===== config.mk =====
export PLATFORM = sky130hd
export DESIGN_NAME = cobs_frame_encoder_top
export DESIGN_NICKNAME = d
export VERILOG_FILES = /design/src/design/cfe_pkg.sv /design/src/design/cfe_ctrl.sv /design/src/design/cfe_dpath.sv /design/src/design/cobs_frame_encoder_top.sv
export SDC_FILE = /design/constraint.sdc
export NUM_CORES = 2
export LEC_CHECK = 0
export BUFFER_PORTS_ARGS = -buffer_cell sky130_fd_sc_hd__buf_2
export CORE_ASPECT_RATIO = 0.8
export CORE_MARGIN = 3
export CORE_UTILIZATION = 31
export DETAILED_ROUTE_END_ITERATION = 12
export GPL_TIMING_DRIVEN = 0
export HOLD_SLACK_MARGIN = 0.06
export PLACE_DENSITY_LB_ADDON = 0.3
export SLEW_MARGIN = 10
export SYNTH_ARGS = -nofsm -noshare
export SYNTH_HDL_FRONTEND = slang
export SYNTH_SLANG_ARGS = --single-unit

===== constraint.sdc =====
create_clock -name i_clk -period 5.75 [get_ports i_clk]
set_clock_uncertainty 0.2 [all_clocks]
set_input_delay 1.15 -clock i_clk [delete_from_list [all_inputs] [get_ports i_clk]]
set_output_delay 1.15 -clock i_clk [all_outputs]
set_load 0.1 [all_outputs]

===== src/design/cfe_pkg.sv =====
// Shared constants and control types for the COBS frame encoder.
package cfe_pkg;

    localparam int BYTE_W    = 8;
    localparam int WORD_W    = 64;
    localparam int LANE_IX_W = 3;
    localparam int CNT_W     = 4;
    localparam int LEN_W     = 8;
    localparam int BLOCK_MAX = 254;
    localparam int MAX_WORDS = 33;
    localparam int WCNT_W    = 6;

    // Byte source selected for the packer.
    localparam logic [1:0] SRC_DELIM = 2'd0;
    localparam logic [1:0] SRC_CODE  = 2'd1;
    localparam logic [1:0] SRC_BUF   = 2'd2;

    typedef struct packed {
        logic       accept;
        logic       store;
        logic       push;
        logic [1:0] src;
        logic       open_frame;
        logic       close_frame;
        logic       clear_len;
        logic       flush;
    } t_cmd;

    typedef struct packed {
        logic frame_open;
        logic byte_is_delim;
        logic eom;
        logic will_fill;
        logic len_zero;
        logic buf_last;
        logic push_ok;
        logic flush_ok;
        logic pkt_empty;
    } t_status;

endpackage


===== src/design/cfe_ctrl.sv =====
// Sequencing state machine of the COBS frame encoder.
module cfe_ctrl (
    input  logic            i_clk,
    input  logic            i_rst_n,
    input  logic            i_in_valid,
    input  cfe_pkg::t_status i_status,
    output cfe_pkg::t_cmd   o_cmd,
    output logic            o_busy
);

    localparam logic [2:0] S_IDLE   = 3'd0;
    localparam logic [2:0] S_LEAD   = 3'd1;
    localparam logic [2:0] S_DECIDE = 3'd2;
    localparam logic [2:0] S_CODE   = 3'd3;
    localparam logic [2:0] S_BUF    = 3'd4;
    localparam logic [2:0] S_TRAIL  = 3'd5;
    localparam logic [2:0] S_FLUSH  = 3'd6;

    logic [2:0] r_state, n_state;
    // Set while the block being sent is the one closed by the end of the message.
    logic       r_eom_close, n_eom_close;
    logic       block_end;

    always_comb begin
        n_state     = r_state;
        n_eom_close = r_eom_close;
        o_cmd       = '0;
        block_end   = 1'b0;
        case (r_state)
            S_IDLE: begin
                if (i_in_valid) begin
                    o_cmd.accept = 1'b1;
                    n_eom_close  = 1'b0;
                    n_state      = i_status.frame_open ? S_DECIDE : S_LEAD;
                end
            end
            S_LEAD: begin
                o_cmd.push = 1'b1;
                o_cmd.src  = cfe_pkg::SRC_DELIM;
                if (i_status.push_ok) begin
                    o_cmd.open_frame = 1'b1;
                    n_state          = S_DECIDE;
                end
            end
            S_DECIDE: begin
                if (i_status.byte_is_delim) begin
                    n_state = S_CODE;
                end else begin
                    o_cmd.store = 1'b1;
                    if (i_status.will_fill) begin
                        n_state = S_CODE;
                    end else if (i_status.eom) begin
                        n_eom_close = 1'b1;
                        n_state     = S_CODE;
                    end else if (i_status.pkt_empty) begin
                        n_state = S_IDLE;
                    end else begin
                        n_state = S_FLUSH;
                    end
                end
            end
            S_CODE: begin
                o_cmd.push = 1'b1;
                o_cmd.src  = cfe_pkg::SRC_CODE;
                if (i_status.push_ok) begin
                    if (i_status.len_zero) begin
                        block_end = 1'b1;
                    end else begin
                        n_state = S_BUF;
                    end
                end
            end
            S_BUF: begin
                o_cmd.push = 1'b1;
                o_cmd.src  = cfe_pkg::SRC_BUF;
                if (i_status.push_ok && i_status.buf_last) begin
                    block_end = 1'b1;
                end
            end
            S_TRAIL: begin
                o_cmd.push = 1'b1;
                o_cmd.src  = cfe_pkg::SRC_DELIM;
                if (i_status.push_ok) begin
                    o_cmd.close_frame = 1'b1;
                    n_state           = S_FLUSH;
                end
            end
            S_FLUSH: begin
                o_cmd.flush = 1'b1;
                if (i_status.flush_ok) begin
                    n_state = S_IDLE;
                end
            end
            default: begin
                n_state = S_IDLE;
            end
        endcase

        if (block_end) begin
            o_cmd.clear_len = 1'b1;
            if (r_eom_close) begin
                n_state = S_TRAIL;
            end else if (i_status.eom) begin
                n_eom_close = 1'b1;
                n_state     = S_CODE;
            end else begin
                n_state = S_FLUSH;
            end
        end
    end

    always_ff @(posedge i_clk) begin
        if (!i_rst_n) begin
            r_state     <= S_IDLE;
            r_eom_close <= 1'b0;
        end else begin
            r_state     <= n_state;
            r_eom_close <= n_eom_close;
        end
    end

    assign o_busy = (r_state != S_IDLE);

endmodule


===== src/design/cfe_dpath.sv =====
// Datapath of the COBS frame encoder: block buffer, byte packer and output register.
module cfe_dpath #(
    parameter int OUT_LANES = 8
) (
    input  logic                         i_clk,
    input  logic                         i_rst_n,
    input  cfe_pkg::t_cmd                i_cmd,
    output cfe_pkg::t_status             o_status,
    input  logic                         i_cfg_wr_en,
    input  logic [cfe_pkg::BYTE_W-1:0]   i_cfg_wr_data,
    input  logic [cfe_pkg::BYTE_W-1:0]   i_data_byte,
    input  logic                         i_end_of_message,
    input  logic                         i_out_stall,
    output logic                         o_out_valid,
    output logic [cfe_pkg::WORD_W-1:0]   o_out_bytes,
    output logic [cfe_pkg::CNT_W-1:0]    o_byte_count,
    output logic                         o_last_of_run,
    output logic                         o_end_of_frame
);

    localparam logic [cfe_pkg::CNT_W-1:0]  LANES_C = cfe_pkg::CNT_W'(OUT_LANES);
    localparam logic [cfe_pkg::WCNT_W-1:0] WCAP_C  = cfe_pkg::WCNT_W'(cfe_pkg::MAX_WORDS - 1);
    localparam logic [cfe_pkg::LEN_W-1:0]  FILL_C  = cfe_pkg::LEN_W'(cfe_pkg::BLOCK_MAX - 1);

    logic [cfe_pkg::BYTE_W-1:0] r_delim;
    logic [cfe_pkg::BYTE_W-1:0] r_byte;
    logic                       r_eom;
    logic [cfe_pkg::LEN_W-1:0]  r_len;
    logic                       r_open;
    logic [cfe_pkg::LEN_W-1:0]  r_idx;
    logic [cfe_pkg::BYTE_W-1:0] r_rd_data;
    logic [cfe_pkg::BYTE_W-1:0] mem [cfe_pkg::BLOCK_MAX];

    logic [cfe_pkg::WORD_W-1:0] r_word;
    logic [cfe_pkg::CNT_W-1:0]  r_cnt;
    logic [cfe_pkg::WCNT_W-1:0] r_words;
    logic                       r_drop;

    logic                       r_out_valid;
    logic [cfe_pkg::WORD_W-1:0] r_out_bytes;
    logic [cfe_pkg::CNT_W-1:0]  r_out_cnt;
    logic                       r_out_last;
    logic                       r_out_eof;

    logic                       out_free;
    logic                       word_full;
    logic                       at_cap;
    logic                       push_ok;
    logic                       do_push;
    logic                       emit_push;
    logic                       emit_flush;
    logic [cfe_pkg::BYTE_W-1:0] push_byte;
    logic                       rd_en;
    logic [cfe_pkg::LEN_W-1:0]  rd_addr;

    assign out_free   = !r_out_valid || !i_out_stall;
    assign word_full  = (r_cnt == LANES_C);
    // The word in the packer is the last one a single item may produce.
    assign at_cap     = (r_words == WCAP_C);
    assign push_ok    = !word_full || out_free || at_cap;
    assign do_push    = i_cmd.push && push_ok;
    assign emit_push  = do_push && word_full && !at_cap;
    assign emit_flush = i_cmd.flush && (r_cnt != '0) && out_free;

    always_comb begin
        case (i_cmd.src)
            cfe_pkg::SRC_DELIM: push_byte = r_delim;
            cfe_pkg::SRC_CODE:  push_byte = r_delim + 8'd1 + r_len;
            cfe_pkg::SRC_BUF:   push_byte = r_rd_data;
            default:            push_byte = r_delim;
        endcase
    end

    assign rd_addr = (i_cmd.src == cfe_pkg::SRC_CODE) ? '0 : r_idx + 8'd1;
    assign rd_en   = do_push && ((i_cmd.src == cfe_pkg::SRC_CODE) ||
                                 (i_cmd.src == cfe_pkg::SRC_BUF)) && (rd_addr < r_len);

    // Block buffer: entries are only ever read below the fill count.
    always_ff @(posedge i_clk) begin
        if (i_cmd.store) begin
            mem[r_len] <= r_byte;
        end
        if (rd_en) begin
            r_rd_data <= mem[rd_addr];
        end
    end

    always_ff @(posedge i_clk) begin
        if (i_cmd.accept) begin
            r_byte <= i_data_byte;
            r_eom  <= i_end_of_message;
        end
        if (do_push && (i_cmd.src == cfe_pkg::SRC_CODE)) begin
            r_idx <= '0;
        end else if (do_push && (i_cmd.src == cfe_pkg::SRC_BUF)) begin
            r_idx <= r_idx + 8'd1;
        end
    end

    always_ff @(posedge i_clk) begin
        if (!i_rst_n) begin
            r_delim <= '0;
            r_len   <= '0;
            r_open  <= 1'b0;
        end else begin
            if (i_cfg_wr_en) begin
                r_delim <= i_cfg_wr_data;
            end
            if (i_cmd.clear_len) begin
                r_len <= '0;
            end else if (i_cmd.store) begin
                r_len <= r_len + 8'd1;
            end
            if (i_cmd.open_frame) begin
                r_open <= 1'b1;
            end else if (i_cmd.close_frame) begin
                r_open <= 1'b0;
            end
        end
    end

    // Byte packer: a full word is held until the next byte or the end of the item.
    always_ff @(posedge i_clk) begin
        if (!i_rst_n) begin
            r_word  <= '0;
            r_cnt   <= '0;
            r_words <= '0;
            r_drop  <= 1'b0;
        end else begin
            if (i_cmd.accept) begin
                r_words <= '0;
                r_drop  <= 1'b0;
            end
            if (do_push) begin
                if (word_full) begin
                    if (at_cap) begin
                        r_drop <= 1'b1;
                    end else begin
                        r_word  <= {{(cfe_pkg::WORD_W - cfe_pkg::BYTE_W){1'b0}}, push_byte};
                        r_cnt   <= 4'd1;
                        r_words <= r_words + 6'd1;
                    end
                end else begin
                    r_word[cfe_pkg::BYTE_W * r_cnt[cfe_pkg::LANE_IX_W-1:0] +: cfe_pkg::BYTE_W]
                        <= push_byte;
                    r_cnt <= r_cnt + 4'd1;
                end
            end else if (emit_flush) begin
                r_word <= '0;
                r_cnt  <= '0;
            end
        end
    end

    always_ff @(posedge i_clk) begin
        if (!i_rst_n) begin
            r_out_valid <= 1'b0;
        end else if (emit_push || emit_flush) begin
            r_out_valid <= 1'b1;
        end else if (!i_out_stall) begin
            r_out_valid <= 1'b0;
        end
    end

    always_ff @(posedge i_clk) begin
        if (emit_push || emit_flush) begin
            r_out_bytes <= r_word;
            r_out_cnt   <= r_cnt;
            r_out_last  <= emit_flush;
            r_out_eof   <= emit_flush && r_eom && !r_drop;
        end
    end

    assign o_status.frame_open    = r_open;
    assign o_status.byte_is_delim = (r_byte == r_delim);
    assign o_status.eom           = r_eom;
    assign o_status.will_fill     = (r_len == FILL_C);
    assign o_status.len_zero      = (r_len == '0);
    assign o_status.buf_last      = (r_idx == r_len - 8'd1);
    assign o_status.push_ok       = push_ok;
    assign o_status.flush_ok      = (r_cnt == '0) || out_free;
    assign o_status.pkt_empty     = (r_cnt == '0);

    assign o_out_valid    = r_out_valid;
    assign o_out_bytes    = r_out_bytes;
    assign o_byte_count   = r_out_cnt;
    assign o_last_of_run  = r_out_last;
    assign o_end_of_frame = r_out_eof;

endmodule


===== src/design/cobs_frame_encoder_top.sv =====
// Top level of the COBS frame encoder: controller, datapath and checks.
//
// Message bytes enter one item at a time on the input channel, the final byte
// of each message flagged by i_end_of_message. Each message is framed as COBS:
// a leading delimiter, blocks made of a code byte (delimiter + 1 + block
// length, modulo 256) and the block's non-delimiter bytes, then a trailing
// delimiter. A delimiter byte in the message is dropped and closes its block;
// a run of 254 bytes closes a full block with code delimiter + 255 that
// implies no delimiter. Results leave as words of up to OUT_LANES bytes, the
// first byte in the least significant byte and unused bytes zero, with a byte
// count; o_last_of_run marks the last word caused by an item and
// o_end_of_frame the word holding the trailing delimiter. The delimiter is
// set through i_cfg_wr_en/i_cfg_wr_data and must be written only while the
// block is idle; the block itself does not enforce this. An item that closes
// no block and ends no message is accepted and then decided on; the leading
// delimiter of a frame adds a push ahead of the decision, and when its item
// closes no block a flush hands over the word that holds it. Every closed
// block is read out of the 254-byte block buffer one byte per cycle while no
// full word waits on a stalled output. A close pushes the code byte and each
// stored byte, at a message end the trailing delimiter, and a flush the last
// word. Output stalls stretch this. The block buffer needs no clearing after
// reset, since only entries below the current fill count are read.
module cobs_frame_encoder_top #(
    parameter int OUT_LANES = 8
) (
    input  logic                         i_clk,
    input  logic                         i_rst_n,
    input  logic                         i_cfg_wr_en,
    input  logic [cfe_pkg::BYTE_W-1:0]   i_cfg_wr_data,
    input  logic                         i_in_valid,
    output logic                         o_in_stall,
    input  logic [cfe_pkg::BYTE_W-1:0]   i_data_byte,
    input  logic                         i_end_of_message,
    output logic                         o_out_valid,
    input  logic                         i_out_stall,
    output logic [cfe_pkg::WORD_W-1:0]   o_out_bytes,
    output logic [cfe_pkg::CNT_W-1:0]    o_byte_count,
    output logic                         o_last_of_run,
    output logic                         o_end_of_frame
);

    cfe_pkg::t_cmd    cmd;
    cfe_pkg::t_status status;
    logic             busy;
    logic             in_accept;

    // The input side is held off for the whole of an item's work.
    assign o_in_stall = busy;
    assign in_accept  = i_in_valid && !o_in_stall;

    cfe_ctrl u_ctrl (
        .i_clk      (i_clk),
        .i_rst_n    (i_rst_n),
        .i_in_valid (i_in_valid),
        .i_status   (status),
        .o_cmd      (cmd),
        .o_busy     (busy)
    );

    cfe_dpath #(
        .OUT_LANES (OUT_LANES)
    ) u_dpath (
        .i_clk            (i_clk),
        .i_rst_n          (i_rst_n),
        .i_cmd            (cmd),
        .o_status         (status),
        .i_cfg_wr_en      (i_cfg_wr_en),
        .i_cfg_wr_data    (i_cfg_wr_data),
        .i_data_byte      (i_data_byte),
        .i_end_of_message (i_end_of_message),
        .i_out_stall      (i_out_stall),
        .o_out_valid      (o_out_valid),
        .o_out_bytes      (o_out_bytes),
        .o_byte_count     (o_byte_count),
        .o_last_of_run    (o_last_of_run),
        .o_end_of_frame   (o_end_of_frame)
    );

`ifndef SYNTH
    // The trailing delimiter always sits in the last word of its item.
    a_eof_is_last: assert property (@(posedge i_clk) disable iff (!i_rst_n)
        o_out_valid && o_end_of_frame |-> o_last_of_run)
        else $error("end of frame on a word that is not the last of its item");

    // Every word carries between one and OUT_LANES bytes.
    a_count_range: assert property (@(posedge i_clk) disable iff (!i_rst_n)
        o_out_valid |-> (o_byte_count != '0) &&
                        (o_byte_count <= cfe_pkg::CNT_W'(OUT_LANES)))
        else $error("byte count out of range");

    // An accepted item keeps the input side held off in the following cycle.
    a_busy_after_accept: assert property (@(posedge i_clk) disable iff (!i_rst_n)
        in_accept |=> o_in_stall)
        else $error("input not held off after an item was accepted");
`endif

endmodule


==> flow_metrics.tcl <==
set metrics [dict create \
    synth_compound_area_frac 0.06544 \
    fp.coreArea_um2 282200 \
    p_sw_mw 17.57 \
    hpwl_um 246600 \
    final_common_cell "edfxtp_1" \
    cap_viol_max_count 3 \
    arrival_ns 6.24 \
    drtIter0Drc 11390 \
    p_sw_frac 0.3669 \
    synthArstFlopShare 0 \
    row_count 174 \
    power.leakage_nw 33.68 \
    wl_per_cell_um 33.68 \
    synth_ff_type "edfxtp_1" \
    crit_chain "clkbuf_1 -> or3b_2 -> ha_1 -> buf_4 -> or2_1 -> buf_6 -> inv_12 -> buf_12 -> buf_4 -> buf_1 -> nand3_1 -> a32o_1 -> nor3_1 -> o2111ai_1 -> nand4b_1" \
    timing.slew.headroom -0.08607 \
    hold_class "in -> reg" \
    synth_nets 5855 \
    crit_type "reg -> reg" \
    grt_pass1_vias 54235 \
    worst_path_most_repeated_cell "buf_4" \
    nets 6276 \
    critPathSlowestCell "buf_1" \
    stdcell_area_um2 103500 \
    start_kind "register" \
    clock-root-buffer "clkbuf_16" \
    finalPower_mw 47.89 \
    synthMuxAreaShare 0.06075 \
    end_kind "register" \
    setup_tns_ns -1.311 \
    synth-xor-area-share 0.004353 \
    syn-cell-area_um2 88240 \
    pre_cts_slack_ns -1.878 \
    htreeDepth 4 \
    cts_tree "yes" \
    wl_um 343800 \
    portBuffers 92 \
    synth_fa_ha_area_frac 0.003914 \
    yosysSeqAreaShare 0.7449 \
    clk_latency_ns 0.92 \
    fin_crit_sh 1.034 \
    fin_crit_ns 5.946 \
    cp_max_fo 10 \
    dieHeight_um 483.2 \
    place_inst 9792 \
    gp_congestion 1.063 \
    fmax_ghz 0.1682 \
    synth.distinct_cells 80 \
    die-area_um2 291100 \
    hold_buffers 0 \
    postSynthCellCount 5806 \
    drt_pre_antenna_iters 7 \
    p_seq_frac 0.394 \
    placed_area_um2 95880 \
    power_frac_comb 0.313 \
    drc 0 \
    synth_edf_count 2119 \
    status "finished with violations" \
    cts.clk_slew.worst_paths_ns 0.07 \
    cts_buffers 217 \
    synth_top_family_by_area "simple AND/OR/NAND/NOR gates" \
    intPower_mw 30.32 \
    cp_slowest_stage_delay_ns 0.83 \
    vias 59380 \
    via_per_inst 5.818 \
    drive_above_1_share 0.1611 \
    clockBufferDepth 4 \
    layout_common_cells "2119 x edfxtp_1, 893 x nand2_1, 413 x nor2_1" \
    grt_overflow 0 \
    yosys_warnings 0 \
    io_pins 94 \
    pwr-share-clk 0.292 \
    p_per_area_nw_per_um2 462.5 \
    worstMarginPinSlew_ns 1.629 \
    required_ns 6.05 \
    setup_viol 24 \
    initial_utilization 0.3127 \
    yosys.area_share.simple 0.09757 \
    cts_sinks 2224 \
    violations "capacitance limit, slew limit, setup timing" \
    syn_avg_cell_area_um2 15.20 \
    ant_nets 0 \
    die_w_um 602.5 \
    hold_viol 0 \
    grt_max_degree 65 \
    worst_hold_slack_ns 0.2285 \
    fin_ws_ns -0.1964 \
    rsz0062_at_grt "yes" \
    slew_violations 22 \
    fin_util 0.3670 \
    gr-usage-all-layers 0.2263 \
    antenna_found_initial 37 \
    synthToLayoutAreaGrowth_pct 17.34 \
    irDropWorstVdd_mv 0.2898 \
    grt_pass1_wl_um 458400 \
    synth_seq_cells 2224 \
    fin_cells 10206 \
]
-- worst max-delay path, delay by kind of cell (launching register included) --
kind / cells / cell delay (ns)
DFF: 1 / 0.29
and+or+nand+nor: 5 / 2.03
adders and majority gates: 1 / 0.22
buffers and inverters: 7 / 1.98
AOI/OAI and AO/OA: 2 / 0.77
-- sequential cells by signal (all words and copies together), names as in the netlist, 6 cells and up --
| register | flops |
|---|---|
| u_dpath.o_out_bytes | 64 |
| u_dpath.mem | 2032 |
| u_dpath.r_len | 8 |
| u_dpath.r_words | 6 |
| u_dpath.r_word | 64 |
| u_dpath.r_delim | 8 |
| u_dpath.r_rd_data | 8 |
| u_dpath.r_byte | 8 |
| u_dpath.r_idx | 8 |
-- layout make-up --
cell class	instances	area, um2
clock inverter	120	1018
timing repair buffer	208	2798
buffer	381	2195
multi-input combinational	3154	21130
clock buffer	272	5700
antenna	22	55.05
sequential	2224	65730
fill	26704	178600
tap	3784	4735
inverter	41	173.9
-- cell families (layout without fill, tap and decap cells) --
group / Yosys count / in the layout
compound gates: 798 / 798
xor+xnor: 43 / 43
fa+ha+maj: 27 / 27
buf+inv: 428 / 1022
flops: 2224 / 2224
mux: 316 / 316
other cells: 0 / 22
simple gates: 1970 / 1970
-- per-layer routing --
layer  wire [um]  part of all wire  global-route usage  up-vias
met3       54390              0.16              0.1019      839
li1            -                 -                   -    23437
met4       19220             0.056              0.1048       21
met5         547            0.0016            0.005896        -
met1      134900              0.39              0.3110    30324
met2      134700              0.39              0.3011     4759
-- synth_stat cells (all sizes together), types with 16 or more instances --
| cell type | n | area [um2] |
|---|---|---|
| a211oi | 22 | 165.2 |
| nand4 | 23 | 143.9 |
| a31oi | 44 | 275.3 |
| xor2 | 16 | 140.1 |
| o21ai | 77 | 385.4 |
| a21boi | 16 | 120.1 |
| buf | 185 | 1107 |
| a22oi | 71 | 533.0 |
| ha | 26 | 325.3 |
| or3 | 17 | 106.4 |
| nand2 | 896 | 3363 |
| a21oi | 117 | 585.6 |
| dfxtp | 105 | 2102 |
| edfxtp | 2119 | 63630 |
| a221oi | 23 | 201.4 |
| inv | 40 | 162.7 |
| o22ai | 101 | 631.9 |
| a311oi | 99 | 867.1 |
| mux2i | 142 | 1438 |
| o221ai | 153 | 1340 |
| nor3b | 16 | 120.1 |
| nand3 | 357 | 1792 |
| a2111oi | 17 | 148.9 |
| mux4 | 172 | 3900 |
| nor3 | 38 | 200.2 |
| xnor2 | 27 | 244.0 |
| and3 | 111 | 694.4 |
| clkbuf | 202 | 759.5 |
| nor2 | 430 | 1617 |
| nor4 | 20 | 125.1 |
-- power by group through the flow --
| stage | registers, mW | logic [mW] | clock network (mW) |
|---|---|---|---|
| global route | 18.9 | 14.9 | 14.7 |
| CTS | 18.9 | 13.9 | 14.1 |
| floorplan | 19.9 | 5.67 | 0 |
| detailed placement | 19.2 | 13.7 | 0 |
| global placement | 21.0 | 11.5 | 0 |
| finish | 18.9 | 15.0 | 14.0 |
-- what timing repair did --
action,CTS,global route
buffers inserted,1,3
gates cloned,0,0
setup endpoints to repair,40,297
gates resized for setup,148,184
pin swaps,9,13
-- path summary, 6_finish.rpt --
path                     start                     end  slack (ns)  cells after the start
min             i_data_byte[0]       u_dpath.r_byte[0]        0.23                      1
max          u_ctrl.r_state[0]    u_dpath.r_rd_data[6]       -0.20                     15
min reg2reg  u_dpath.r_word[7]  u_dpath.o_out_bytes[7]        0.23                      0
max reg2reg  u_ctrl.r_state[0]    u_dpath.r_rd_data[6]       -0.20                     15
(Power assumes the default switching activity.)
